File: src/sv/ris_pkg.sv
package ris_pkg;

    localparam int SUM_BITS = 64;
    localparam int COALESCED_IN_BITS = 32;
    localparam int OUTCOME_BITS = 2;

    typedef enum logic [1:0] {
        MODE_TICK   = 2'd0,
        MODE_ACCEPT = 2'd1,
        MODE_REJECT = 2'd2,
        MODE_READ   = 2'd3
    } t_mode;

    localparam logic [OUTCOME_BITS-1:0] OUTCOME_OK     = 2'd0;
    localparam logic [OUTCOME_BITS-1:0] OUTCOME_FAILED = 2'd1;

    localparam logic STATUS_OK      = 1'b0;
    localparam logic STATUS_INVALID = 1'b1;

    typedef struct packed {
        logic apply;
        logic div_start;
        logic load;
    } t_cmd;

    typedef struct packed {
        logic need_div;
        logic div_done;
    } t_stat;

endpackage

File: src/sv/report_interval_statistics.sv
// Channel    Direction  tdata fields (lowest bit up)                        tuser
// s_axis     in         timestamp_us, send_outcome, merged_count            mode
// m_axis     out        tick_total ... coalesced_sum (snapshot)             status
//
// A report tick that measures an interval raises its result once the radix-2 divider, which
// retires one quotient bit of the 64-bit interval sum per cycle, is done; every other item
// goes straight to the load state. A result is loaded once the output register is free, and
// s_axis_tready rises with m_axis_tvalid, so no new item is taken before the last result is
// raised. The synchronous active-low reset clears all statistics.
// A finished result waits in the output register while the next item is taken in.
module report_interval_statistics #(
    parameter int TIME_BITS  = 48,
    parameter int COUNT_BITS = 32
) (
    input  logic                    i_clk,
    input  logic                    i_rst_n,
    input  logic                    s_axis_tvalid,
    output logic                    s_axis_tready,
    // timestamp_us, send_outcome, merged_count
    input  logic [((TIME_BITS + 34 + 7) / 8) * 8 - 1:0]                      s_axis_tdata,
    // mode
    input  logic [1:0]              s_axis_tuser,
    output logic                    m_axis_tvalid,
    input  logic                    m_axis_tready,
    // tick_total, send_ok_total, send_failed_total, interval_total_count,
    // interval_average, interval_maximum, accepted_total, rejected_total, coalesced_sum
    output logic [((6 * COUNT_BITS + 3 * TIME_BITS + 7) / 8) * 8 - 1:0]     m_axis_tdata,
    // status
    output logic                    m_axis_tuser
);
    import ris_pkg::*;

    localparam int OUT_W = ((6 * COUNT_BITS + 3 * TIME_BITS + 7) / 8) * 8;
    localparam int OC_LO = TIME_BITS;
    localparam int CU_LO = TIME_BITS + OUTCOME_BITS;

    t_cmd  cmd;
    t_stat stat;

    ris_ctrl u_ctrl (
        .i_clk       (i_clk),
        .i_rst_n     (i_rst_n),
        .i_in_valid  (s_axis_tvalid),
        .o_in_ready  (s_axis_tready),
        .o_out_valid (m_axis_tvalid),
        .i_out_ready (m_axis_tready),
        .o_cmd       (cmd),
        .i_stat      (stat)
    );

    ris_datapath #(
        .TIME_BITS  (TIME_BITS),
        .COUNT_BITS (COUNT_BITS),
        .OUT_W      (OUT_W)
    ) u_datapath (
        .i_clk               (i_clk),
        .i_rst_n             (i_rst_n),
        .i_cmd               (cmd),
        .o_stat              (stat),
        .i_mode              (s_axis_tuser),
        .i_timestamp_us      (s_axis_tdata[TIME_BITS-1:0]),
        .i_send_outcome      (s_axis_tdata[OC_LO +: OUTCOME_BITS]),
        .i_merged_count      (s_axis_tdata[CU_LO +: COALESCED_IN_BITS]),
        .o_status            (m_axis_tuser),
        .o_data              (m_axis_tdata)
    );

endmodule

File: src/sv/ris_div.sv
module ris_div #(
    parameter int COUNT_BITS = 32
) (
    input  logic                           i_clk,
    input  logic                           i_rst_n,
    input  logic                           i_start,
    input  logic [ris_pkg::SUM_BITS-1:0]   i_dividend,
    input  logic [COUNT_BITS-1:0]          i_divisor,
    output logic                           o_done,
    output logic [ris_pkg::SUM_BITS-1:0]   o_quotient
);
    import ris_pkg::*;

    localparam int STEP_BITS = $clog2(SUM_BITS);

    logic                  r_busy;
    logic                  r_done;
    logic [STEP_BITS-1:0]  r_step;
    logic [COUNT_BITS-1:0] r_rem;
    logic [COUNT_BITS-1:0] r_div;
    logic [SUM_BITS-1:0]   r_quo;
    logic [COUNT_BITS:0]   n_shift;
    logic [COUNT_BITS:0]   n_diff;
    logic                  n_ge;

    always_comb begin
        n_shift = {r_rem, r_quo[SUM_BITS-1]};
        n_diff  = n_shift - {1'b0, r_div};
        n_ge    = ~n_diff[COUNT_BITS];
    end

    always_ff @(posedge i_clk) begin
        if (!i_rst_n) begin
            r_busy <= 1'b0;
            r_done <= 1'b0;
            r_step <= '0;
        end else begin
            r_done <= r_busy && !i_start && (r_step == STEP_BITS'(SUM_BITS - 1));
            if (i_start) begin
                r_busy <= 1'b1;
                r_step <= '0;
            end else if (r_busy) begin
                r_step <= r_step + 1'b1;
                if (r_step == STEP_BITS'(SUM_BITS - 1)) begin
                    r_busy <= 1'b0;
                end
            end
        end
    end

    always_ff @(posedge i_clk) begin
        if (i_start) begin
            r_rem <= '0;
            r_div <= i_divisor;
            r_quo <= i_dividend;
        end else if (r_busy) begin
            r_rem <= n_ge ? n_diff[COUNT_BITS-1:0] : n_shift[COUNT_BITS-1:0];
            r_quo <= {r_quo[SUM_BITS-2:0], n_ge};
        end
    end

    assign o_done     = r_done;
    assign o_quotient = r_quo;

endmodule

File: src/sv/ris_datapath.sv
module ris_datapath #(
    parameter int TIME_BITS  = 48,
    parameter int COUNT_BITS = 32,
    parameter int OUT_W      = 336
) (
    input  logic                                    i_clk,
    input  logic                                    i_rst_n,
    input  ris_pkg::t_cmd                           i_cmd,
    output ris_pkg::t_stat                          o_stat,
    input  logic [1:0]                              i_mode,
    input  logic [TIME_BITS-1:0]                    i_timestamp_us,
    input  logic [ris_pkg::OUTCOME_BITS-1:0]        i_send_outcome,
    input  logic [ris_pkg::COALESCED_IN_BITS-1:0]   i_merged_count,
    output logic                                    o_status,
    output logic [OUT_W-1:0]                        o_data
);
    import ris_pkg::*;

    localparam int CO_W = ((TIME_BITS > COALESCED_IN_BITS) ? TIME_BITS : COALESCED_IN_BITS) + 1;
    localparam logic [TIME_BITS-1:0] TMAX = {TIME_BITS{1'b1}};
    localparam logic [SUM_BITS-1:0] TMAX_EXT = SUM_BITS'((65'd1 << TIME_BITS) - 65'd1);

    logic [TIME_BITS-1:0]  r_prev_time;
    logic                  r_have_prev;
    logic [COUNT_BITS-1:0] r_tick;
    logic [COUNT_BITS-1:0] r_ok;
    logic [COUNT_BITS-1:0] r_failed;
    logic [COUNT_BITS-1:0] r_icount;
    logic [SUM_BITS-1:0]   r_isum;
    logic [TIME_BITS-1:0]  r_avg;
    logic [TIME_BITS-1:0]  r_max;
    logic [COUNT_BITS-1:0] r_accepted;
    logic [COUNT_BITS-1:0] r_rejected;
    logic [TIME_BITS-1:0]  r_coal;
    logic                  r_status;
    logic                  r_out_status;
    logic [OUT_W-1:0]      r_out_data;

    t_mode                 n_mode;
    logic                  n_bad;
    logic [TIME_BITS-1:0]  n_gap;
    logic [SUM_BITS:0]     n_isum_wide;
    logic [CO_W-1:0]       n_coal_wide;
    logic                  div_done;
    logic [SUM_BITS-1:0]   div_quo;

    function automatic logic [COUNT_BITS-1:0] sat_inc(input logic [COUNT_BITS-1:0] v);
        return (v == {COUNT_BITS{1'b1}}) ? v : v + 1'b1;
    endfunction

    always_comb begin
        n_mode      = t_mode'(i_mode);
        n_bad       = (i_send_outcome != OUTCOME_OK && i_send_outcome != OUTCOME_FAILED)
                      || (r_have_prev && i_timestamp_us < r_prev_time);
        n_gap       = i_timestamp_us - r_prev_time;
        n_isum_wide = {1'b0, r_isum} + (SUM_BITS+1)'(n_gap);
        n_coal_wide = CO_W'(r_coal) + CO_W'(i_merged_count);
    end

    ris_div #(
        .COUNT_BITS (COUNT_BITS)
    ) u_div (
        .i_clk      (i_clk),
        .i_rst_n    (i_rst_n),
        .i_start    (i_cmd.div_start),
        .i_dividend (r_isum),
        .i_divisor  (r_icount),
        .o_done     (div_done),
        .o_quotient (div_quo)
    );

    always_ff @(posedge i_clk) begin
        if (!i_rst_n) begin
            r_prev_time <= '0;
            r_have_prev <= 1'b0;
            r_tick      <= '0;
            r_ok        <= '0;
            r_failed    <= '0;
            r_icount    <= '0;
            r_isum      <= '0;
            r_avg       <= '0;
            r_max       <= '0;
            r_accepted  <= '0;
            r_rejected  <= '0;
            r_coal      <= '0;
            r_status    <= STATUS_OK;
        end else begin
            if (i_cmd.apply) begin
                r_status <= (n_mode == MODE_TICK && n_bad) ? STATUS_INVALID : STATUS_OK;
                case (n_mode)
                    MODE_TICK: begin
                        if (!n_bad) begin
                            r_tick <= sat_inc(r_tick);
                            if (i_send_outcome == OUTCOME_OK) begin
                                r_ok <= sat_inc(r_ok);
                            end else begin
                                r_failed <= sat_inc(r_failed);
                            end
                            if (r_have_prev) begin
                                r_icount <= sat_inc(r_icount);
                                r_isum   <= n_isum_wide[SUM_BITS] ? {SUM_BITS{1'b1}}
                                                                  : n_isum_wide[SUM_BITS-1:0];
                                if (n_gap > r_max) begin
                                    r_max <= n_gap;
                                end
                            end
                            r_prev_time <= i_timestamp_us;
                            r_have_prev <= 1'b1;
                        end
                    end
                    MODE_ACCEPT: begin
                        r_accepted <= sat_inc(r_accepted);
                        r_coal     <= (n_coal_wide > CO_W'(TMAX)) ? TMAX
                                                                  : n_coal_wide[TIME_BITS-1:0];
                    end
                    MODE_REJECT: begin
                        r_rejected <= sat_inc(r_rejected);
                    end
                    default: begin
                    end
                endcase
            end
            if (div_done) begin
                r_avg <= (div_quo > TMAX_EXT) ? TMAX : div_quo[TIME_BITS-1:0];
            end
        end
    end

    always_ff @(posedge i_clk) begin
        if (i_cmd.load) begin
            r_out_status <= r_status;
            r_out_data   <= OUT_W'({r_coal, r_rejected, r_accepted, r_max, r_avg,
                                    r_icount, r_failed, r_ok, r_tick});
        end
    end

    assign o_stat.need_div = (n_mode == MODE_TICK) && !n_bad && r_have_prev;
    assign o_stat.div_done = div_done;
    assign o_status        = r_out_status;
    assign o_data          = r_out_data;

endmodule

File: src/sv/ris_ctrl.sv
module ris_ctrl (
    input  logic            i_clk,
    input  logic            i_rst_n,
    input  logic            i_in_valid,
    output logic            o_in_ready,
    output logic            o_out_valid,
    input  logic            i_out_ready,
    output ris_pkg::t_cmd   o_cmd,
    input  ris_pkg::t_stat  i_stat
);
    import ris_pkg::*;

    typedef enum logic [1:0] {
        S_IDLE,
        S_DIV,
        S_LOAD
    } t_state;

    t_state r_state;
    logic   r_in_ready;
    logic   r_out_valid;
    logic   r_div_start;
    logic   n_apply;
    logic   n_load;

    assign n_apply = i_in_valid && r_in_ready;
    assign n_load  = (r_state == S_LOAD) && (!r_out_valid || i_out_ready);

    always_ff @(posedge i_clk) begin
        if (!i_rst_n) begin
            r_state     <= S_IDLE;
            r_in_ready  <= 1'b1;
            r_out_valid <= 1'b0;
            r_div_start <= 1'b0;
        end else begin
            r_div_start <= (r_state == S_IDLE) && n_apply && i_stat.need_div;
            if (n_load) begin
                r_out_valid <= 1'b1;
            end else if (r_out_valid && i_out_ready) begin
                r_out_valid <= 1'b0;
            end
            case (r_state)
                S_IDLE: begin
                    if (n_apply) begin
                        r_in_ready <= 1'b0;
                        if (i_stat.need_div) begin
                            r_state <= S_DIV;
                        end else begin
                            r_state <= S_LOAD;
                        end
                    end
                end
                S_DIV: begin
                    if (i_stat.div_done) begin
                        r_state <= S_LOAD;
                    end
                end
                S_LOAD: begin
                    if (n_load) begin
                        r_in_ready <= 1'b1;
                        r_state    <= S_IDLE;
                    end
                end
                default: begin
                    r_state <= S_IDLE;
                end
            endcase
        end
    end

    assign o_cmd.apply     = n_apply;
    assign o_cmd.div_start = r_div_start;
    assign o_cmd.load      = n_load;
    assign o_in_ready      = r_in_ready;
    assign o_out_valid     = r_out_valid;

endmodule

File: config.mk
export PLATFORM = sky130hd
export DESIGN_NAME = report_interval_statistics
export DESIGN_NICKNAME = d
export VERILOG_FILES = /design/src/sv/ris_pkg.sv /design/src/sv/report_interval_statistics.sv /design/src/sv/ris_div.sv /design/src/sv/ris_datapath.sv /design/src/sv/ris_ctrl.sv
export SDC_FILE = /design/constraint.sdc
export NUM_CORES = 2
export LEC_CHECK = 0
export BUFFER_PORTS_ARGS = -buffer_cell sky130_fd_sc_hd__clkbuf_2
export CAP_MARGIN = 20
export CORE_MARGIN = 2
export CORE_UTILIZATION = 50
export CTS_CLUSTER_DIAMETER = 50
export DETAILED_ROUTE_END_ITERATION = 7
export PLACE_DENSITY_LB_ADDON = 0.08
export SETUP_SLACK_MARGIN = 0.1
export SLEW_MARGIN = 20
export SYNTH_ARGS = -nofsm -noshare
export SYNTH_HDL_FRONTEND = slang
export SYNTH_SLANG_ARGS = --single-unit
File: constraint.sdc
create_clock -name i_clk -period 43.4 [get_ports i_clk]
set_clock_uncertainty 0.05 [all_clocks]
set_input_delay 4.34 -clock i_clk [delete_from_list [all_inputs] [get_ports i_clk]]
set_output_delay 4.34 -clock i_clk [all_outputs]
set_load 0.02 [all_outputs]
## Yosys cells after proc, flatten, opt, wreduce, memory -nomap -nowiden

Cells that the tools add are included.

| storage, ports and cells | value |
|---|---|
| flip-flop bits (word level) | 928 |
| input port bits | 94 |
| output and inout bits | 339 |
| word-level logic and storage cells | 122 |

| cells by class | value |
|---|---|
| $add $sub $neg | 11 |
| magnitude comparators | 4 |
| equality and inequality tests | 15 |
| multiplexer cells | 20 |
| bitwise operators | 10 |
| reductions and logical operators | 37 |

Operators with widths:

| kind | number |
|---|---|
| 32-bit by 1-bit adder with 32-bit output, second input constant | 6 |
| 32-bit equality test, second input constant | 6 |
| 64-bit two-way mux | 3 |
| 48-bit two-way mux | 2 |
| 64-bit by 48-bit adder with 65-bit output | 1 |
| 64-bit by 48-bit greater-than comparator with 1-bit output, second input constant | 1 |
| 48-bit by 32-bit adder with 49-bit output | 1 |
| 49-bit by 48-bit greater-than comparator with 1-bit output, second input constant | 1 |
| 48-bit greater-than comparator | 1 |
| 48-bit less-than comparator | 1 |
| 48-bit subtractor | 1 |
| 33-bit by 32-bit subtractor with 33-bit output | 1 |
| 32-bit two-way mux | 1 |
| 5-bit AND reduction | 4 |
| 3-bit AND reduction | 5 |
| 1-bit logical AND | 12 |
| 1-bit NOT | 10 |
| 1-bit two-way mux | 8 |
| 2-bit two-way mux | 4 |
| 2-bit by 1-bit inequality test with 1-bit output, second input constant | 4 |
| 4-bit AND reduction | 2 |
| 2-bit nonzero test | 4 |
| 6-bit by 1-bit adder with 6-bit output, second input constant | 1 |
| 6-bit equality test, second input constant | 1 |
| other kinds (9) | 16 |

## Depth between registers and ports, before layout

| logic depth | value |
|---|---|
| word-level depth | 9 |
| mapped depth | 25 |
| mapped depth without buffers | 23 |

## Cells and area by module

Synthesis repeated with hierarchy kept, for this count alone.

| unflattened totals | value |
|---|---|
| cells, all modules | 4118 |
| area total of the unflattened synthesis | 43575.5 sq um |

By module, submodules not included:

| module | instances | cells an instance | area an instance (sq um) | seq. area each (sq um) |
|---|---|---|---|---|
| ris_datapath | 1 | 3462 | 36102.1 | 19128.3 |
| ris_div | 1 | 628 | 7228.2 | 3683.5 |
| ris_ctrl | 1 | 28 | 245.2 | 100.1 |

## Least setup slack after synthesis

Ideal clock, no wire load.

| timing | value |
|---|---|
| path kind | input to register |
| start point | in m_axis_tready |
| end point | reg u_datapath.r_out_data[0] (netlist: u_datapath.o_data[0]) (enable) |
| library setup time | 1.042 ns |
| arrival time | 18.296 ns |
| data required time | 42.308 ns |
| slack | 24.013 ns |
| stages | 2 |
| path buffers | 0 |
| path through | nor2b_1 > nor2_1 |

| between the ends | value |
|---|---|
| word-level cells in the longest chain between the ends | 2 |

Ends and longest elaborated chain:

| item | line | RTL |
|---|---|---|
| start, declared | report_interval_statistics.sv:24 | `input logic m_axis_tready,` |
| 1-bit logical OR | ris_ctrl.sv:27 | `assign n_load = (r_state == S_LOAD) && (!r_out_valid \|\| i_out_ready);` |
| 1-bit logical AND | ris_ctrl.sv:27 |  |
| net u_ctrl.n_load | ris_ctrl.sv:24 | `logic n_load;` |
| end signal, assigned | ris_datapath.sv:132 | `r_out_data <= OUT_W'({r_coal, r_rejected, r_accepted, r_max, r_avg,` |
| end, declared | ris_datapath.sv:37 | `logic [OUT_W-1:0] r_out_data;` |

The timed path passes the listed nets, and every way through them passes these cells.
A chain may end at the register's enable or synchronous reset.

## Final worst setup path

| timing | value |
|---|---|
| start point | in s_axis_tdata[0] |
| end point | reg u_datapath.r_isum[63] |

| between the ends | value |
|---|---|
| elaborated cells between the ends (all ways) | 8 |
| classes of those cells | 2 x add/sub; 1 x order compare; 1 x mux; 1 x bitwise; 3 x reduce/logical |

RTL lines:

| item | line | RTL |
|---|---|---|
| start, declared | report_interval_statistics.sv:20 | `input logic [((TIME_BITS + 34 + 7) / 8) * 8 - 1:0] s_axis_tdata,` |
| 48-bit subtractor | ris_datapath.sv:55 | `n_gap = i_timestamp_us - r_prev_time;` |
| net u_datapath.n_gap[42] | ris_datapath.sv:41 | `logic [TIME_BITS-1:0] n_gap;` |
| 64-bit by 48-bit adder with 65-bit output | ris_datapath.sv:56 | `n_isum_wide = {1'b0, r_isum} + (SUM_BITS+1)'(n_gap);` |
| 64-bit two-way mux | ris_datapath.sv:101 | `r_isum <= n_isum_wide[SUM_BITS] ? {SUM_BITS{1'b1}}` |
| end signal, assigned | ris_datapath.sv:101 |  |
| end, declared | ris_datapath.sv:29 | `logic [SUM_BITS-1:0] r_isum;` |

The timed path passes the listed nets, and every way through them passes these cells.

==> impl_metrics.json <==
{
  "routabilityCongestion": 0.888,
  "area_delta_synth_final_pct": 15.6,
  "hold_class": "register to register",
  "synth_nets": 4502,
  "p_per_area_nw_per_um2": 40.6,
  "fin_nets": 4891,
  "cts_setup_buffers": 0,
  "critical-path-top-delay-family": "compound AO/OA/AOI/OAI gates",
  "synth_largest_area_cell": "edfxtp_1",
  "synth-xor-area-share_pct": 6.41,
  "synth_top_family_by_area": "compound AO/OA/AOI/OAI gates",
  "ys_types": 76,
  "grt_max_degree": 195,
  "crit_required_ns": 43.87,
  "netlist_area_um2": 43300,
  "crit_type": "primary input to register",
  "ctsHoldBuffers": 0,
  "synthAdderAreaFrac_pct": 6.40,
  "holdWs_ns": 0.380,
  "yosys_warnings": 0,
  "async_flop_share_pct": 0,
  "rsz0062_at_grt": "false",
  "vdd_drop_max_v": 0.0000302,
  "antenna_left": 0,
  "yosys.area_share.simple_pct": 14.1,
  "fill_cells": 7392,
  "viasPerCell": 5.50,
  "synth_flop_cell": "dfxtp_1",
  "grt_pass1_wl_mm": 168,
  "period_needed_ns": 10.11,
  "wl_per_cell_um": 18.3,
  "cts.sinks": 928,
  "path_clk_slew_ns": 0.05,
  "core_um2": 85500,
  "num_rows": 107,
  "h-tree-depth": 3,
  "final_max_slew_viol_count": 0,
  "stdcell_area_um2": 50100,
  "synth_cells": 4189,
  "hpwlAfterDp_mm": 75.4,
  "synth-compound-area-share_pct": 14.5,
  "cp_slowest_stage_delay_ns": 0.53,
  "synth-seq-cells": 928,
  "crit_chain": "clkbuf_2 > inv_1 > ha_1 > inv_1 > fa_1 > a211oi_1 > o211ai_1 > nand4_1 > a21o_1 > nand3_1 > a41oi_1 > o21ai_0 > xnor2_1 > ha_1 > nand3_1 > nor4_1 > nand3_1 > a211oi_1 > o32ai_1 > o21ai_0 > nor3b_2 > and3_1 > a311oi_1",
  "cts_buffers": 107,
  "antennaDiodeCount": 0,
  "first_global_vias": 30211,
  "drv_cap": 0,
  "track_usage_pct": 23.6,
  "drive_above_1_share_pct": 16.7,
  "end_kind": "register",
  "port_buffers": 426,
  "final_util_pct": 58.5,
  "run_status": "complete, no violations",
  "postCtsResizedCells": 0,
  "wirelength_mm": 107,
  "yosysTopAreaCellShare_pct": 30.0,
  "fp.dieW_um": 298,
  "overflow": 0,
  "synth-edff-count": 433,
  "seq_area_frac_synth_pct": 52.9,
  "die_area_um2": 89000,
  "synthMuxAreaShare_pct": 2.50,
  "cts_buffer_depth": 3,
  "tightestPinTransition_ns": 1.10,
  "drc": 0,
  "fmax_mhz": 98.9,
  "synth_most_common_cell": "dfxtp_1",
  "antenna_found_initial": 0,
  "period_share_pct": 23.3,
  "syn_area_per_cell_um2": 10.3,
  "worst_ep_arrival_time_ns": 10.58,
  "worst_setup_path_start_kind": "primary input",
  "crit_top_cell": "nand3_1",
  "final.setup.tns_ns": 0,
  "synth_commonest_cells": "dfxtp_1 (495), nor2_1 (434), edfxtp_1 (433)",
  "via_count": 31967,
  "crit_slowest_cell": "nor3b_2",
  "synthTopCellsByArea": "edfxtp_1 (30%), dfxtp_1 (23%), ha_1 (6.2%), nor2_1 (3.8%), a21oi_1 (3.5%)",
  "critical_path.max_fanout": 8,
  "drtIter0Drc": 1985,
  "max_slew_margin_pct": 26.4,
  "path_buf_inv": 3,
  "hold_violations": 0,
  "io_pins": 433,
  "setup_viol": 0,
  "insertion_delay_ns": 0.69,
  "first_pass_iters": 5,
  "die_y_um": 298,
  "dpl_cell_area_um2": 46500,
  "power.leakage_nw": 19.5,
  "start_util_pct": 50.6,
  "cts_tree": "yes",
  "cts-root-buf": "clkbuf_16"
}
per-stage QoR:
stage / power, mW / instances / worst slack [ns]
after floorplan: 1.10 / 4189 / 24.01
after global placement: 1.15 / 5613 / 32.67
after detailed placement: 1.15 / 5613 / 32.74
after CTS: 2.05 / 5813 / 33.41
after global routing: 2.11 / 5813 / 32.98
final: 2.03 / 5813 / 33.29
cells in the final DEF, fill, tap and decap left out, types with 152 or more instances in the layout:
cell type	n
a21oi_1	305
clkbuf_2	425
dfxtp_1	493
edfxtp_1	433
ha_1	215
inv_1	188
nand2_1	330
nor2_1	433
o21ai_0	194
xnor2_1	165
xor2_1	152
layer usage:
metal / vias to the layer above / global-route usage [%] / part of all wire [%]
met3: 170 / 3.66 / 4.3
met2: 624 / 38.2 / 46
met5: - / 0 / 0
met1: 15136 / 32.3 / 46
li1: 16037 / - / -
met4: 0 / 7.99 / 3.2
worst paths after layout:
check | start | to | slack [ns] | cells after the start
setup reg to reg | u_datapath.r_prev_time[0] | u_datapath.r_isum[63] | 36.80 | 21
setup / recovery | s_axis_tdata[0] | u_datapath.r_isum[63] | 33.29 | 23
hold / removal | u_datapath.r_max[23] | u_datapath.o_data[199] | 0.38 | 0
hold reg to reg | u_datapath.r_max[23] | u_datapath.o_data[199] | 0.38 | 0
sequential cells by signal, summed over array words and instances, names as in the netlist, 2 cells and up:
register / cells
u_datapath.u_div.r_step: 6
u_datapath.r_isum: 64
u_datapath.o_data: 336
u_datapath.u_div.r_rem: 32
u_datapath.r_failed: 32
u_datapath.u_div.r_div: 32
u_datapath.r_icount: 32
u_datapath.r_rejected: 32
u_datapath.r_prev_time: 48
u_datapath.r_avg: 48
u_datapath.r_accepted: 32
u_datapath.r_tick: 32
u_datapath.r_coal: 48
u_datapath.r_max: 48
u_datapath.u_div.o_quotient: 64
u_ctrl.r_state: 2
u_datapath.r_ok: 32
worst reg2reg max path: cells and delay by family (launching register included):
| family | cells | cell delay [ns] |
|---|---|---|
| AND/OR/NAND/NOR | 7 | 2.12 |
| XOR/XNOR | 1 | 0.40 |
| AO/OA/AOI/OAI | 9 | 2.50 |
| adder cells (fa/ha/maj) | 3 | 1.00 |
| flip-flops | 1 | 0.34 |
| buffers and inverters | 1 | 0.08 |
layout make-up:
cell class	instances	area [µm²]	area share, %
well taps	1144	1430	2.86
inverters	190	721	1.44
repair buffers	454	2360	4.72
flip-flops and latches	928	22900	45.8
clock buffers	150	2950	5.89
multi-input cells	2897	19000	38.0
clock inverters	50	646	1.29
power breakdown:
part	internal (mW)	switching, mW
sequential	0.931	0.0105
combinational	0.0675	0.122
clock	0.534	0.367
kinds of logic (layout without fill, tap and decap cells):
| kind of cell | count (synthesis) | count (layout) |
|---|---|---|
| and+or+nand+nor | 1289 | 1289 |
| xor gates and xnor gates | 317 | 317 |
| muxes | 100 | 100 |
| DFF | 928 | 928 |
| buffers and inverters | 364 | 844 |
| adders and majority gates | 219 | 219 |
| AOI/OAI and AO/OA | 972 | 972 |
Note: power is estimated with default switching activity, not from simulation.
